`src/rtl/nrd_pkg.sv`:
```
// ----------------------------------------------------------------------------
// Non-restoring divider package
// Shared default width for the divider pipeline and its channel interfaces.
// ----------------------------------------------------------------------------
`default_nettype none

package nrd_pkg;

	// Default operand width of dividend, divisor, quotient and remainder.
	localparam int DEF_WIDTH = 16;

endpackage : nrd_pkg

`default_nettype wire

```
`src/rtl/nrd_in_if.sv`:
```
// ----------------------------------------------------------------------------
// Divider request channel
// Valid/ready channel that carries one dividend and divisor per beat.
// ----------------------------------------------------------------------------
`default_nettype none

interface nrd_in_if #(
	parameter int WIDTH = nrd_pkg::DEF_WIDTH
) ();

	logic             valid;
	logic             ready;
	logic [WIDTH-1:0] dividend;
	logic [WIDTH-1:0] divisor;

	modport source (output valid, output dividend, output divisor, input ready);
	modport sink   (input valid, input dividend, input divisor, output ready);

endinterface : nrd_in_if

`default_nettype wire

```
`src/rtl/nrd_out_if.sv`:
```
// ----------------------------------------------------------------------------
// Divider result channel
// Valid/ready channel that carries one quotient, remainder and flag per beat.
// ----------------------------------------------------------------------------
`default_nettype none

interface nrd_out_if #(
	parameter int WIDTH = nrd_pkg::DEF_WIDTH
) ();

	logic             valid;
	logic             ready;
	logic [WIDTH-1:0] quotient;
	logic [WIDTH-1:0] remainder;
	logic             divide_by_zero;

	modport source (output valid, output quotient, output remainder,
		output divide_by_zero, input ready);
	modport sink   (input valid, input quotient, input remainder,
		input divide_by_zero, output ready);

endinterface : nrd_out_if

`default_nettype wire

```
`src/rtl/nonrestoring_divider.sv`:
```
// ----------------------------------------------------------------------------
// Unsigned non-restoring divider
// Divides a WIDTH-bit unsigned dividend by a WIDTH-bit unsigned divisor in a
// chain of WIDTH round cells plus one restoring stage.
//
//   channel  dir  fields                                   handshake
//   req      in   dividend, divisor                        valid/ready
//   rsp      out  quotient, remainder, divide_by_zero      valid/ready
//
// One request enters per cycle while the first cell can take it; each result
// passes through the cell chain, one cell per quotient bit, and then the final
// restoring stage. Each cell and the final stage is a register with its own
// valid bit, so bubbles close up and a stalled result does not block new
// requests until the whole chain is full. Reset clears only the valid bits.
// ----------------------------------------------------------------------------
`default_nettype none

module nonrestoring_divider #(
	parameter int WIDTH = nrd_pkg::DEF_WIDTH
) (
	input  wire logic clk,
	input  wire logic arst_n,
	nrd_in_if.sink    req,
	nrd_out_if.source rsp
);

	import nrd_pkg::*;

	logic             vld_c [0:WIDTH];
	logic             rdy_c [0:WIDTH];
	logic [WIDTH:0]   rem_c [0:WIDTH];
	logic [WIDTH-1:0] quo_c [0:WIDTH];
	logic [WIDTH-1:0] dvs_c [0:WIDTH];

	// Feed the chain: remainder starts at zero, quotient holds the dividend
	assign vld_c[0]  = req.valid;
	assign req.ready = rdy_c[0];
	assign rem_c[0]  = '0;
	assign quo_c[0]  = req.dividend;
	assign dvs_c[0]  = req.divisor;

	// One cell per quotient bit
	for (genvar i = 0; i < WIDTH; i++) begin : g_cell
		nrd_cell #(
			.WIDTH(WIDTH)
		) u_cell (
			.clk      (clk),
			.arst_n   (arst_n),
			.in_valid (vld_c[i]),
			.in_ready (rdy_c[i]),
			.in_rem   (rem_c[i]),
			.in_quo   (quo_c[i]),
			.in_dvs   (dvs_c[i]),
			.out_valid(vld_c[i+1]),
			.out_ready(rdy_c[i+1]),
			.out_rem  (rem_c[i+1]),
			.out_quo  (quo_c[i+1]),
			.out_dvs  (dvs_c[i+1])
		);
	end

	// Restore the remainder and hold the result
	nrd_fix #(
		.WIDTH(WIDTH)
	) u_fix (
		.clk      (clk),
		.arst_n   (arst_n),
		.in_valid (vld_c[WIDTH]),
		.in_ready (rdy_c[WIDTH]),
		.in_rem   (rem_c[WIDTH]),
		.in_quo   (quo_c[WIDTH]),
		.in_dvs   (dvs_c[WIDTH]),
		.out_valid(rsp.valid),
		.out_ready(rsp.ready),
		.out_quo  (rsp.quotient),
		.out_rem  (rsp.remainder),
		.out_dbz  (rsp.divide_by_zero)
	);

endmodule : nonrestoring_divider

`default_nettype wire

```
`src/rtl/nrd_cell.sv`:
```
// ----------------------------------------------------------------------------
// Non-restoring divider cell
// One round of non-restoring division: shift the partial remainder and
// quotient left, add or subtract the divisor by the remainder sign, and
// register the result together with the divisor for the next cell.
// ----------------------------------------------------------------------------
`default_nettype none

module nrd_cell #(
	parameter int WIDTH = nrd_pkg::DEF_WIDTH
) (
	input  wire logic             clk,
	input  wire logic             arst_n,
	// upstream side
	input  wire logic             in_valid,
	output logic                  in_ready,
	input  wire logic [WIDTH:0]   in_rem,
	input  wire logic [WIDTH-1:0] in_quo,
	input  wire logic [WIDTH-1:0] in_dvs,
	// downstream side
	output logic                  out_valid,
	input  wire logic             out_ready,
	output logic [WIDTH:0]        out_rem,
	output logic [WIDTH-1:0]      out_quo,
	output logic [WIDTH-1:0]      out_dvs
);

	import nrd_pkg::*;

	logic             valid_q;
	logic [WIDTH:0]   rem_q;
	logic [WIDTH-1:0] quo_q;
	logic [WIDTH-1:0] dvs_q;

	logic [WIDTH:0]   shifted;
	logic [WIDTH:0]   addend;
	logic [WIDTH:0]   nxt_rem;
	logic [WIDTH-1:0] nxt_quo;
	logic             take;

	// Take a beat when this cell is empty or its content moves on
	assign in_ready = !valid_q || out_ready;
	assign take     = in_valid && in_ready;

	// Shift in the quotient top bit, then add or subtract the divisor
	always_comb begin
		shifted = {in_rem[WIDTH-1:0], in_quo[WIDTH-1]};
		addend  = {1'b0, in_dvs};
		if (in_rem[WIDTH]) begin
			nxt_rem = shifted + addend;
		end else begin
			nxt_rem = shifted - addend;
		end
		nxt_quo = {in_quo[WIDTH-2:0], ~nxt_rem[WIDTH]};
	end

	// Occupancy flag
	always_ff @(posedge clk or negedge arst_n) begin
		if (!arst_n) begin
			valid_q <= 1'b0;
		end else if (in_ready) begin
			valid_q <= in_valid;
		end
	end

	// Load the round's result on a beat
	always_ff @(posedge clk) begin
		if (take) begin
			rem_q <= nxt_rem;
			quo_q <= nxt_quo;
			dvs_q <= in_dvs;
		end
	end

	assign out_valid = valid_q;
	assign out_rem   = rem_q;
	assign out_quo   = quo_q;
	assign out_dvs   = dvs_q;

`ifndef NO_ASSERTIONS
	// A stalled cell keeps its content
	a_stall_hold: assert property (@(posedge clk) disable iff (!arst_n)
		valid_q && !out_ready |=> valid_q && $stable(rem_q) && $stable(quo_q)
			&& $stable(dvs_q))
		else $error("nrd_cell: stalled content changed");

	// The new quotient bit is the inverse of the remainder sign
	a_quo_bit: assert property (@(posedge clk) disable iff (!arst_n)
		valid_q |-> quo_q[0] == !rem_q[WIDTH])
		else $error("nrd_cell: quotient bit does not match remainder sign");

	// The partial remainder stays within [-divisor, divisor)
	a_rem_range: assert property (@(posedge clk) disable iff (!arst_n)
		valid_q && dvs_q != '0 |->
			(rem_q[WIDTH] ? ((WIDTH+1)'(~rem_q + 1'b1) <= {1'b0, dvs_q})
				: (rem_q < {1'b0, dvs_q})))
		else $error("nrd_cell: partial remainder out of range");
`endif

endmodule : nrd_cell

`default_nettype wire

```
`src/rtl/nrd_fix.sv`:
```
// ----------------------------------------------------------------------------
// Non-restoring divider final stage
// Restore a negative remainder by one addition of the divisor, flag a zero
// divisor, and hold the finished result until the consumer takes it.
// ----------------------------------------------------------------------------
`default_nettype none

module nrd_fix #(
	parameter int WIDTH = nrd_pkg::DEF_WIDTH
) (
	input  wire logic             clk,
	input  wire logic             arst_n,
	// from the last cell
	input  wire logic             in_valid,
	output logic                  in_ready,
	input  wire logic [WIDTH:0]   in_rem,
	input  wire logic [WIDTH-1:0] in_quo,
	input  wire logic [WIDTH-1:0] in_dvs,
	// result side
	output logic                  out_valid,
	input  wire logic             out_ready,
	output logic [WIDTH-1:0]      out_quo,
	output logic [WIDTH-1:0]      out_rem,
	output logic                  out_dbz
);

	import nrd_pkg::*;

	logic             valid_q;
	logic [WIDTH-1:0] quo_q;
	logic [WIDTH-1:0] rem_q;
	logic             dbz_q;

	logic [WIDTH-1:0] fixed_rem;
	logic             take;

	assign in_ready = !valid_q || out_ready;
	assign take     = in_valid && in_ready;

	// Add the divisor back once when the remainder ended negative
	always_comb begin
		if (in_rem[WIDTH]) begin
			fixed_rem = in_rem[WIDTH-1:0] + in_dvs;
		end else begin
			fixed_rem = in_rem[WIDTH-1:0];
		end
	end

	// Occupancy flag
	always_ff @(posedge clk or negedge arst_n) begin
		if (!arst_n) begin
			valid_q <= 1'b0;
		end else if (in_ready) begin
			valid_q <= in_valid;
		end
	end

	// Result register
	always_ff @(posedge clk) begin
		if (take) begin
			quo_q <= in_quo;
			rem_q <= fixed_rem;
			dbz_q <= (in_dvs == '0);
		end
	end

	assign out_valid = valid_q;
	assign out_quo   = quo_q;
	assign out_rem   = rem_q;
	assign out_dbz   = dbz_q;

`ifndef NO_ASSERTIONS
	// A waiting result holds until taken
	a_stall_hold: assert property (@(posedge clk) disable iff (!arst_n)
		valid_q && !out_ready |=> valid_q && $stable(quo_q) && $stable(rem_q)
			&& $stable(dbz_q))
		else $error("nrd_fix: stalled result changed");

	// A zero divisor leaves an all-ones quotient
	a_dbz_quo: assert property (@(posedge clk) disable iff (!arst_n)
		valid_q && dbz_q |-> &quo_q)
		else $error("nrd_fix: zero divisor without all-ones quotient");

	// A new result only follows a beat from the last cell
	a_new_result: assert property (@(posedge clk) disable iff (!arst_n)
		$rose(valid_q) |-> $past(in_valid))
		else $error("nrd_fix: result appeared without an input beat");
`endif

endmodule : nrd_fix

`default_nettype wire

```
`src/flat_wrapper.sv`:
```
// flat-port wrapper written by rule: the top's interface ports become plain ports
module nonrestoring_divider_flat import nrd_pkg::*;
#(
	parameter int WIDTH = nrd_pkg::DEF_WIDTH
)
  (clk, arst_n, req_valid, req_dividend, req_divisor, req_ready, rsp_valid, rsp_quotient, rsp_remainder, rsp_divide_by_zero, rsp_ready);
  nrd_in_if #(.WIDTH(WIDTH)) req_i ();
  nrd_out_if #(.WIDTH(WIDTH)) rsp_i ();
  input  wire logic clk;
  input  wire logic arst_n;
  input wire logic [$bits(req_i.valid)-1:0] req_valid;
  input wire logic [$bits(req_i.dividend)-1:0] req_dividend;
  input wire logic [$bits(req_i.divisor)-1:0] req_divisor;
  output wire logic [$bits(req_i.ready)-1:0] req_ready;
  output wire logic [$bits(rsp_i.valid)-1:0] rsp_valid;
  output wire logic [$bits(rsp_i.quotient)-1:0] rsp_quotient;
  output wire logic [$bits(rsp_i.remainder)-1:0] rsp_remainder;
  output wire logic [$bits(rsp_i.divide_by_zero)-1:0] rsp_divide_by_zero;
  input wire logic [$bits(rsp_i.ready)-1:0] rsp_ready;
  assign req_i.valid = req_valid;
  assign req_i.dividend = req_dividend;
  assign req_i.divisor = req_divisor;
  assign req_ready = req_i.ready;
  assign rsp_valid = rsp_i.valid;
  assign rsp_quotient = rsp_i.quotient;
  assign rsp_remainder = rsp_i.remainder;
  assign rsp_divide_by_zero = rsp_i.divide_by_zero;
  assign rsp_i.ready = rsp_ready;
  nonrestoring_divider #(.WIDTH(WIDTH)) u_core (.clk(clk), .arst_n(arst_n), .req(req_i), .rsp(rsp_i));
endmodule
```
`config.mk`:
```
export PLATFORM = sky130hd
export DESIGN_NAME = nonrestoring_divider_flat
export DESIGN_NICKNAME = d
export VERILOG_FILES = /design/src/rtl/nrd_pkg.sv /design/src/rtl/nrd_in_if.sv /design/src/rtl/nrd_out_if.sv /design/src/rtl/nonrestoring_divider.sv /design/src/rtl/nrd_cell.sv /design/src/rtl/nrd_fix.sv /design/src/flat_wrapper.sv
export SDC_FILE = /design/constraint.sdc
export NUM_CORES = 1
export LEC_CHECK = 0
export BUFFER_PORTS_ARGS = -buffer_cell sky130_fd_sc_hd__buf_2
export CAP_MARGIN = 10
export CORE_MARGIN = 2
export CORE_UTILIZATION = 65
export CTS_CLUSTER_DIAMETER = 80
export DETAILED_ROUTE_END_ITERATION = 10
export GPL_ROUTABILITY_DRIVEN = 0
export PLACE_DENSITY = 0.82
export RECOVER_POWER = 50
export SLEW_MARGIN = 10
export SYNTH_ARGS = -nofsm -noshare
export SYNTH_HDL_FRONTEND = slang
export SYNTH_HIERARCHICAL = 1
export SYNTH_SLANG_ARGS = --single-unit
export TNS_END_PERCENT = 50
```
`constraint.sdc`:
```
create_clock -name clk -period 7.5 [get_ports clk]
set_clock_uncertainty 0.2 [all_clocks]
set_input_delay 0.375 -clock clk [delete_from_list [all_inputs] [get_ports clk]]
set_output_delay 0.375 -clock clk [all_outputs]
set_load 0.05 [all_outputs]
```
# After elaboration in Yosys (flattened, before gate mapping)
# Index checks and enable logic that the tools add are counted.
# classes
n_mux	16
bitwise_logic	16
reduce_logical	52
n_addsub	32
# op_table
cell	n
$add A17 B16 Y17	15
$mux W17	15
$sub A17 B16 Y17	15
$logic_and A1 B1 Y1	17
$logic_not A1 Y1	17
$logic_or A1 B1 Y1	17
$sub A1 B16 Y17	1
$add A16 B16 Y16	1
$logic_not A16 Y1	1
$mux W16	1
$not A1 Y1	16
# totals
register_bits	834
out_inout_bits	35
in_bits	36
elab_cells	184

# Depth between registers and ports, before layout
# Gate-level depths: netlist (run 1).
# logic_depth
depth_word	19
mapped_depth	18
depth_no_buf	18

# Modules after synthesis
# Netlist (run 1), hierarchy kept.
# by_module_without_submodules
mod	seq_area_each_um2	area_per_inst_um2	n_inst	cells_each
nrd_cell at u_core.g_cell[11].u_cell ...	1496.4	2621.3	9	213
nrd_cell at u_core.g_cell[0].u_cell ...	1496.4	2620.0	4	210
nrd_cell at u_core.g_cell[9].u_cell	1496.4	2768.9	1	226
nrd_cell at u_core.g_cell[8].u_cell	1496.4	2682.6	1	213
nrd_cell at u_core.g_cell[15].u_cell	1496.4	2637.5	1	210
nrd_fix	1016.0	2054.5	1	175
nonrestoring_divider	0.0	3.8	1	1

# Least setup slack after synthesis (run 1)
# Ideal clock, no wire load.
# synth_path
kind	register -> register
start	reg u_core.u_fix.valid_q, in the netlist u_core/u_fix/out_valid
end	reg u_core.g_cell[0].u_cell.dvs_q[0], enable pin
arrival_ps	4306
synth_period_minus_slack_ps	4988
required_time_ps	6819
path_buffers	0
stages_incl_launch_ff	19
slack_ps	2512
setup_ps	481
cell_sequence	dfrtp_1 > nand2b_1 > nand2b_1 > nand2b_1 > nand2b_1 > nand2b_1 > nand2b_1 > nand2b_1 > nand2b_1 > nand2b_1 > nand2b_1 > nand2b_1 > nand2b_1 > nand2b_1 > nand2b_1 > nand2b_1 > nand2b_1 > nand2b_1 > and2_1
# synth_rtl
element	line	source
start, declared	nrd_fix.sv:29	logic valid_q;
start signal, assigned	nrd_fix.sv:54	valid_q <= in_valid;
end signal, assigned	nrd_cell.sv:71	dvs_q <= in_dvs;
end, declared	nrd_cell.sv:33	logic [WIDTH-1:0] dvs_q;

==> impl_metrics.ini, run 1 <==
[grt]
grt_pass1_vias = 28000
grt_pass1_wl_um = 143000
grt_overflow = 0
antenna_found_initial = 0
grtUsageTotal_pct = 25.0
grt_max_degree = 50

[placement]
dp_hpwl_um = 63300
port_buffers = 70

[worst_setup_path]
crit_path_end_kind = output port
worst_path_most_repeated_cell = nand2b_1
cp-start-kind = input port
max_stage_delay_ps = 550
cp.arrival_ps = 4330
crit_type = in2out
crit_slowest_cell = dlygate4sd3_1
crit_required_ps = 6920
path_cells = dlygate4sd3_1, buf_2, nand2b_1, nand2b_1, nand2b_1, nand2b_1, nand2b_1, nand2b_1, nand2b_1, nand2b_1, nand2b_1, nand2b_1, nand2b_1, nand2b_1, nand2b_1, nand2b_1, nand2b_1, nand2b_1, nand2b_1, buf_2
path_max_fanout = 3

[logic_synthesis]
netlist_instances = 3582
synth.top_cells.by_area = edfxtp_1 55%, ha_1 8.1%, xor2_1 6.1%, a21oi_1 3.6%, o21ai_0 3.0%
postSynthAreaPerCell_um2 = 12.3
yosysTopAreaCell = edfxtp_1
yosysWarnings = 6
async_flop_share_pct = 2.04
synth_edf_count = 817
syn-cell-area_um2 = 44200
synthFlopType = edfxtp_1
synth_top_area_share_pct = 55.5
synth_cell_types = 85
seq_area_frac_synth_pct = 56.4
ys_ff_latch = 834

[clock_tree]
cts_made_buffers = 84
clock_path_buffers = 3
clock_latency_ps = 650
path_clk_slew_ps = 60
cts-root-buf = clkbuf_16
clock-sinks = 834
htree_levels = 3
cts_setup_buffers = 0
cts_tree = yes

[route]
wl_per_cell_um = 18.9
drt_iter0_drc = 2618
vias_per_cell = 6.18
ant_nets = 0
drc_errors = 0
vias = 29000
wl_um = 88700
dr.pass1.iters = 6

[timing]
rsz0062_at_grt = false
hold_viol = 0
max_freq_mhz = 204
fin_hold_ws_ps = 206
period_share_pct = 65.4
setup_tns_ps = 0
min_period_ps = 4910
setup_violations = 0
slew_viol_final = 234
max_slew_margin_pct = -125
tightest_slew_ps = 3380

[status]
status = finished, violations left
violations = capacitance limit, slew limit

[die]
fp.dieArea_um2 = 70100
die_h_um = 265
start_util_pct = 65.7
placementRows = 95
core_um2 = 67300
io_pins = 71
die_w_um = 265

[final_layout]
n_antenna_cell = 0
syn_to_final_growth_pct = 10.0
layout.nets = 4096
drive_above_1_share_pct = 6.38
utilization_pct = 72.3
fillers = 4385

[run]
drv_cap = 5

[hold_path]
hp-class = reg2reg
-- critical path: cells and delay by family --
family	cells	cell delay, ps
and+or+nand+nor	17	3060
buffers and inverters	3	900
-- sequential cells by signal, summed over array words and instances (netlist names) --
signal	cells
u_core/g_cell.u_cell/out_rem	272
u_core/u_fix/out_quo	16
u_core/g_cell.u_cell/out_valid	16
u_core/u_fix/out_rem	16
u_core/g_cell.u_cell/out_quo	256
u_core/u_fix/out_valid	1
u_core/u_fix/out_dbz	1
u_core/g_cell.u_cell/out_dvs	256
-- per-stage QoR --
stage | cell area, µm² | cells | setup WS (ps)
5_1_grt | 48700 | 4697 | 2360
3_3_place_gp | 45600 | 4507 | 3030
6_report | 48700 | 4697 | 2590
4_1_cts | 48800 | 4697 | 2620
3_5_place_dp | 45600 | 4507 | 2940
2_1_floorplan | 44300 | 3605 | 2510
-- kinds of logic after synthesis --
family                   after synthesis  share of synthesized area [%]
AND/OR/NAND/NOR                      845                           9.97
other                                  1                        0.00848
multiplexers                          30                          0.755
flip-flops                           834                           56.4
XOR/XNOR                             471                           9.60
AO/OA/AOI/OAI                        943                           13.0
buffers and inverters                154                           1.37
adder cells (fa/ha/maj)              304                           8.89
-- area by class of cell --
class                      count  area [µm²]  area share (%)
clock buffer                 101        2170            4.45
clock inverter                53         634            1.30
inverter                     108         405           0.833
multi-input combinational   2617       18700            38.5
sequential                   834       25000            51.3
tap                          873        1090            2.24
timing repair buffer         111         676            1.39
-- layout by cell type (no fill, tap or decap), types with 19 or more instances in the layout --
cell	instances
a21oi_1	319
a31oi_1	50
xnor2_1	147
nand4_1	31
xor2_1	308
clkbuf_1	71
edfxtp_1	817
ha_1	287
nor4_1	23
inv_1	108
dlygate4sd3_1	36
nand2_1	199
nor3_1	72
o21bai_1	22
nand2b_1	41
nor2_1	296
nand3_1	37
clkbuf_16	84
a21o_1	60
o21ai_0	263
conb_1	24
a211oi_1	47
o211ai_1	35
a21boi_0	19
-- Yosys cell counts (17+ instances only) --
cell type  count
edfxtp_1     817
a21oi_1      318
xor2_1       308
nor2_1       296
ha_1         287
o21ai_0      261
nand2_1      199
xnor2_1      147
inv_1        108
nor3_1        72
a21o_1        60
a31oi_1       50
a211oi_1      46
nand2b_1      41
clkbuf_1      37
nand3_1       37
o211ai_1      35
nand4_1       31
mux2_2        23
nor4_1        23
o21bai_1      22
a21boi_0      19
and2_1        18
and3_1        18
or3_1         18
dfrtp_1       17
fa_1          17
-- routing by layer --
layer / track usage (%) / vias up / wire [µm]
met5: 0 / - / 0
met4: 5.76 / 0 / 1640
met3: 3.20 / 146 / 4720
met2: 44.2 / 928 / 44400
met1: 33.2 / 14000 / 37900
li1: - / 13900 / -
-- repair_timing --
| item | CTS | global route |
|---|---|---|
| endpoints found under the hold margin | 52 | 0 |
| gates resized for setup | 0 | 0 |
| hold buffers | 36 | 0 |
-- worst paths after layout --
check,start,to,slack (ps),cells past startpoint
max reg2reg,u_core/u_fix/out_valid$_DFFE_PN0N_,u_core/g_cell[10].u_cell/out_quo[1]$_DFFE_PP_,2940,8
min in group asynchronous,arst_n,u_core/g_cell[3].u_cell/out_valid$_DFFE_PN0N_,670,3
max in group asynchronous,arst_n,u_core/g_cell[15].u_cell/out_valid$_DFFE_PN0N_,5930,3
min,u_core/g_cell[6].u_cell/out_quo[1]$_DFFE_PP_,u_core/g_cell[7].u_cell/out_quo[2]$_DFFE_PP_,210,0
max,rsp_ready,req_ready,2590,20
min reg2reg,u_core/g_cell[6].u_cell/out_quo[1]$_DFFE_PP_,u_core/g_cell[7].u_cell/out_quo[2]$_DFFE_PP_,210,0
Power of run 1 is left out: the tool's default activity adds up to more than one toggle a clock period on the data nets, which glitch-free logic cannot reach.
==> run 2: changes to the inputs <==
--- a/config.mk
+++ b/config.mk
@@ -8,11 +8,11 @@
 export BUFFER_PORTS_ARGS = -buffer_cell sky130_fd_sc_hd__buf_2
 export CAP_MARGIN = 10
 export CORE_MARGIN = 2
-export CORE_UTILIZATION = 65
+export CORE_UTILIZATION = 58
 export CTS_CLUSTER_DIAMETER = 80
 export DETAILED_ROUTE_END_ITERATION = 10
 export GPL_ROUTABILITY_DRIVEN = 0
-export PLACE_DENSITY = 0.82
+export PLACE_DENSITY = 0.77
 export RECOVER_POWER = 50
 export SLEW_MARGIN = 10
 export SYNTH_ARGS = -nofsm -noshare
==> constraint.sdc (replaced) <==
create_clock -name clk -period 4.3 [get_ports clk]
set_clock_uncertainty 0.2 [all_clocks]
set_input_delay 0.215 -clock clk [delete_from_list [all_inputs] [get_ports clk]]
set_output_delay 0.215 -clock clk [all_outputs]
set_load 0.05 [all_outputs]
==> impl_metrics.ini, run 2 (same netlist as run 1, synthesis figures left out) <==
[status]
status = finished, violations left
violations = capacitance limit, slew limit

[worst_setup_path]
crit_type = reg2out
crit_required_ps = 3880
r2r_slack_ps = 380
crit_path_end_kind = output port
rr_worst_depth = 16
path_max_fanout = 3
cp-start-kind = flip-flop
cp.arrival_ps = 3700

[timing]
fin_ws_ps = 184
max_slew_margin_pct = -22.2
min_period_ps = 4120
setup_violations = 0
max_freq_mhz = 243
hold_viol = 0
slew_viol_final = 34
fin_hold_ws_ps = 76.8
tightest_slew_ps = 1830
period_share_pct = 95.7

[final_layout]
layout.nets = 4121
drive_above_1_share_pct = 8.28
final_common_cell = edfxtp_1
layout_common_cells = 817 x edfxtp_1, 318 x a21oi_1, 308 x xor2_1
utilization_pct = 65.2
n_antenna_cell = 0
largest_reg_flops = 272
syn_to_final_growth_pct = 11.7

[power_and_ir_drop]
peakVddDrop_uv = 411
power_density_nw_per_um2 = 905
p_leak_uw = 0.0185

[grt]
grtUsageTotal_pct = 22.2
grt_util_met1_pct = 29.3
grtUsageMet2_pct = 38.1
grt_overflow = 0
antenna_found_initial = 1
grt.met3_usage_pct = 3.27
grt_pass1_vias = 27600
grt_pass1_wl_um = 141000
busiest_layer = met2
grt_max_degree = 50

[die]
die_w_um = 280
die_h_um = 280
fp.dieArea_um2 = 78500
core_um2 = 75700
placementRows = 101
io_pins = 71
start_util_pct = 58.4

[clock_tree]
cts_setup_buffers = 0
path_clk_slew_ps = 60
htree_levels = 3
clock_latency_ps = 650
clock-sinks = 834
cts_made_buffers = 88
cts-root-buf = clkbuf_16
cts_tree = yes
clock_path_buffers = 3

[route]
wl_per_cell_um = 18.1
dr.pass1.iters = 6
ant_nets = 0
drt_iter0_drc = 2445
vias_per_cell = 5.95
drc_errors = 0
vias = 28800
wl_um = 87600

[placement]
pre_cts_ws_ps = 204
port_buffers = 70
dp_hpwl_um = 63200

[hold_path]
hp-class = in2reg
hold_path_depth = 2

[run]
drv_cap = 1
## run 2: changes by cell type in the layout (fill, tap and decap cells not counted), moves of 7 or more
cell	change
buf_4	+21
clkbuf_16	+7
mux2_1	-17
mux2_2	+16
nand2b_1	-12
nand2b_4	+12
## run 2: repair_timing
action,4_1_cts,5_1_grt
resized for setup,8,7
endpoints found under the hold margin,54,0
setup endpoints to repair,1,4
hold buffers,36,0
## run 2: per-layer routing
layer  routed length [µm]  share of wire, %
met1                38000                43
met2                43200                49
met3                 4610               5.3
met4                 1870               2.1
met5                    0                 0
## run 2: stage by stage
step / setup TNS, ps / instance area, µm² / instances / total power (µW)
after floorplan: 0 / 44300 / 3605 / 31500
after global placement: 0 / 45900 / 4633 / 35700
after detailed placement: 0 / 45900 / 4633 / 36300
after CTS: 0 / 49400 / 4831 / 44600
after global routing: -28.5 / 49400 / 4831 / 47900
final: 0 / 49400 / 4831 / 44700
## run 2: power by group
group          switching [µW]  internal [µW]  total, µW
clock                    3180           4820       8000
combinational           13400           8930      22300
sequential               1380          13000      14400
total                   18000          26700      44700
## run 2: critical path: stages (launching register included)
cell and delay (ps):
dfrtp_2 350, nand2b_1 80, nand2b_4 160, nand2b_4 140, nand2b_1 160, nand2b_1 170, nand2b_4 160, nand2b_4 140
nand2b_4 140, nand2b_1 170, nand2b_4 160, nand2b_4 140, nand2b_1 170, nand2b_4 150, nand2b_4 140, nand2b_4 150
nand2b_4 150, nand2b_4 160, buf_6 160
## run 2: worst paths after layout
path,end,startpoint
min reg2reg,u_core/u_fix/out_quo[8]$_DFFE_PP_,u_core/g_cell[15].u_cell/out_quo[8]$_DFFE_PP_
max,req_ready,u_core/u_fix/out_valid$_DFFE_PN0N_
max reg2reg,u_core/g_cell[2].u_cell/out_quo[14]$_DFFE_PP_,u_core/u_fix/out_valid$_DFFE_PN0N_
max in group asynchronous,u_core/u_fix/out_valid$_DFFE_PN0N_,arst_n
min in group asynchronous,u_core/g_cell[1].u_cell/out_valid$_DFFE_PN0N_,arst_n
min,u_core/g_cell[0].u_cell/out_quo[5]$_DFFE_PP_,req_dividend[4]
## run 2: cell type report
type | count | area [µm²]
fillers | 5421 | 26300
inverters | 108 | 405
repair buffers | 132 | 860
well taps | 978 | 1220
flip-flops and latches | 834 | 25000
clock inverters | 55 | 737
multi-input cells | 2617 | 18900
clock buffers | 107 | 2350
No activity file was read; power rests on OpenSTA's default activity.
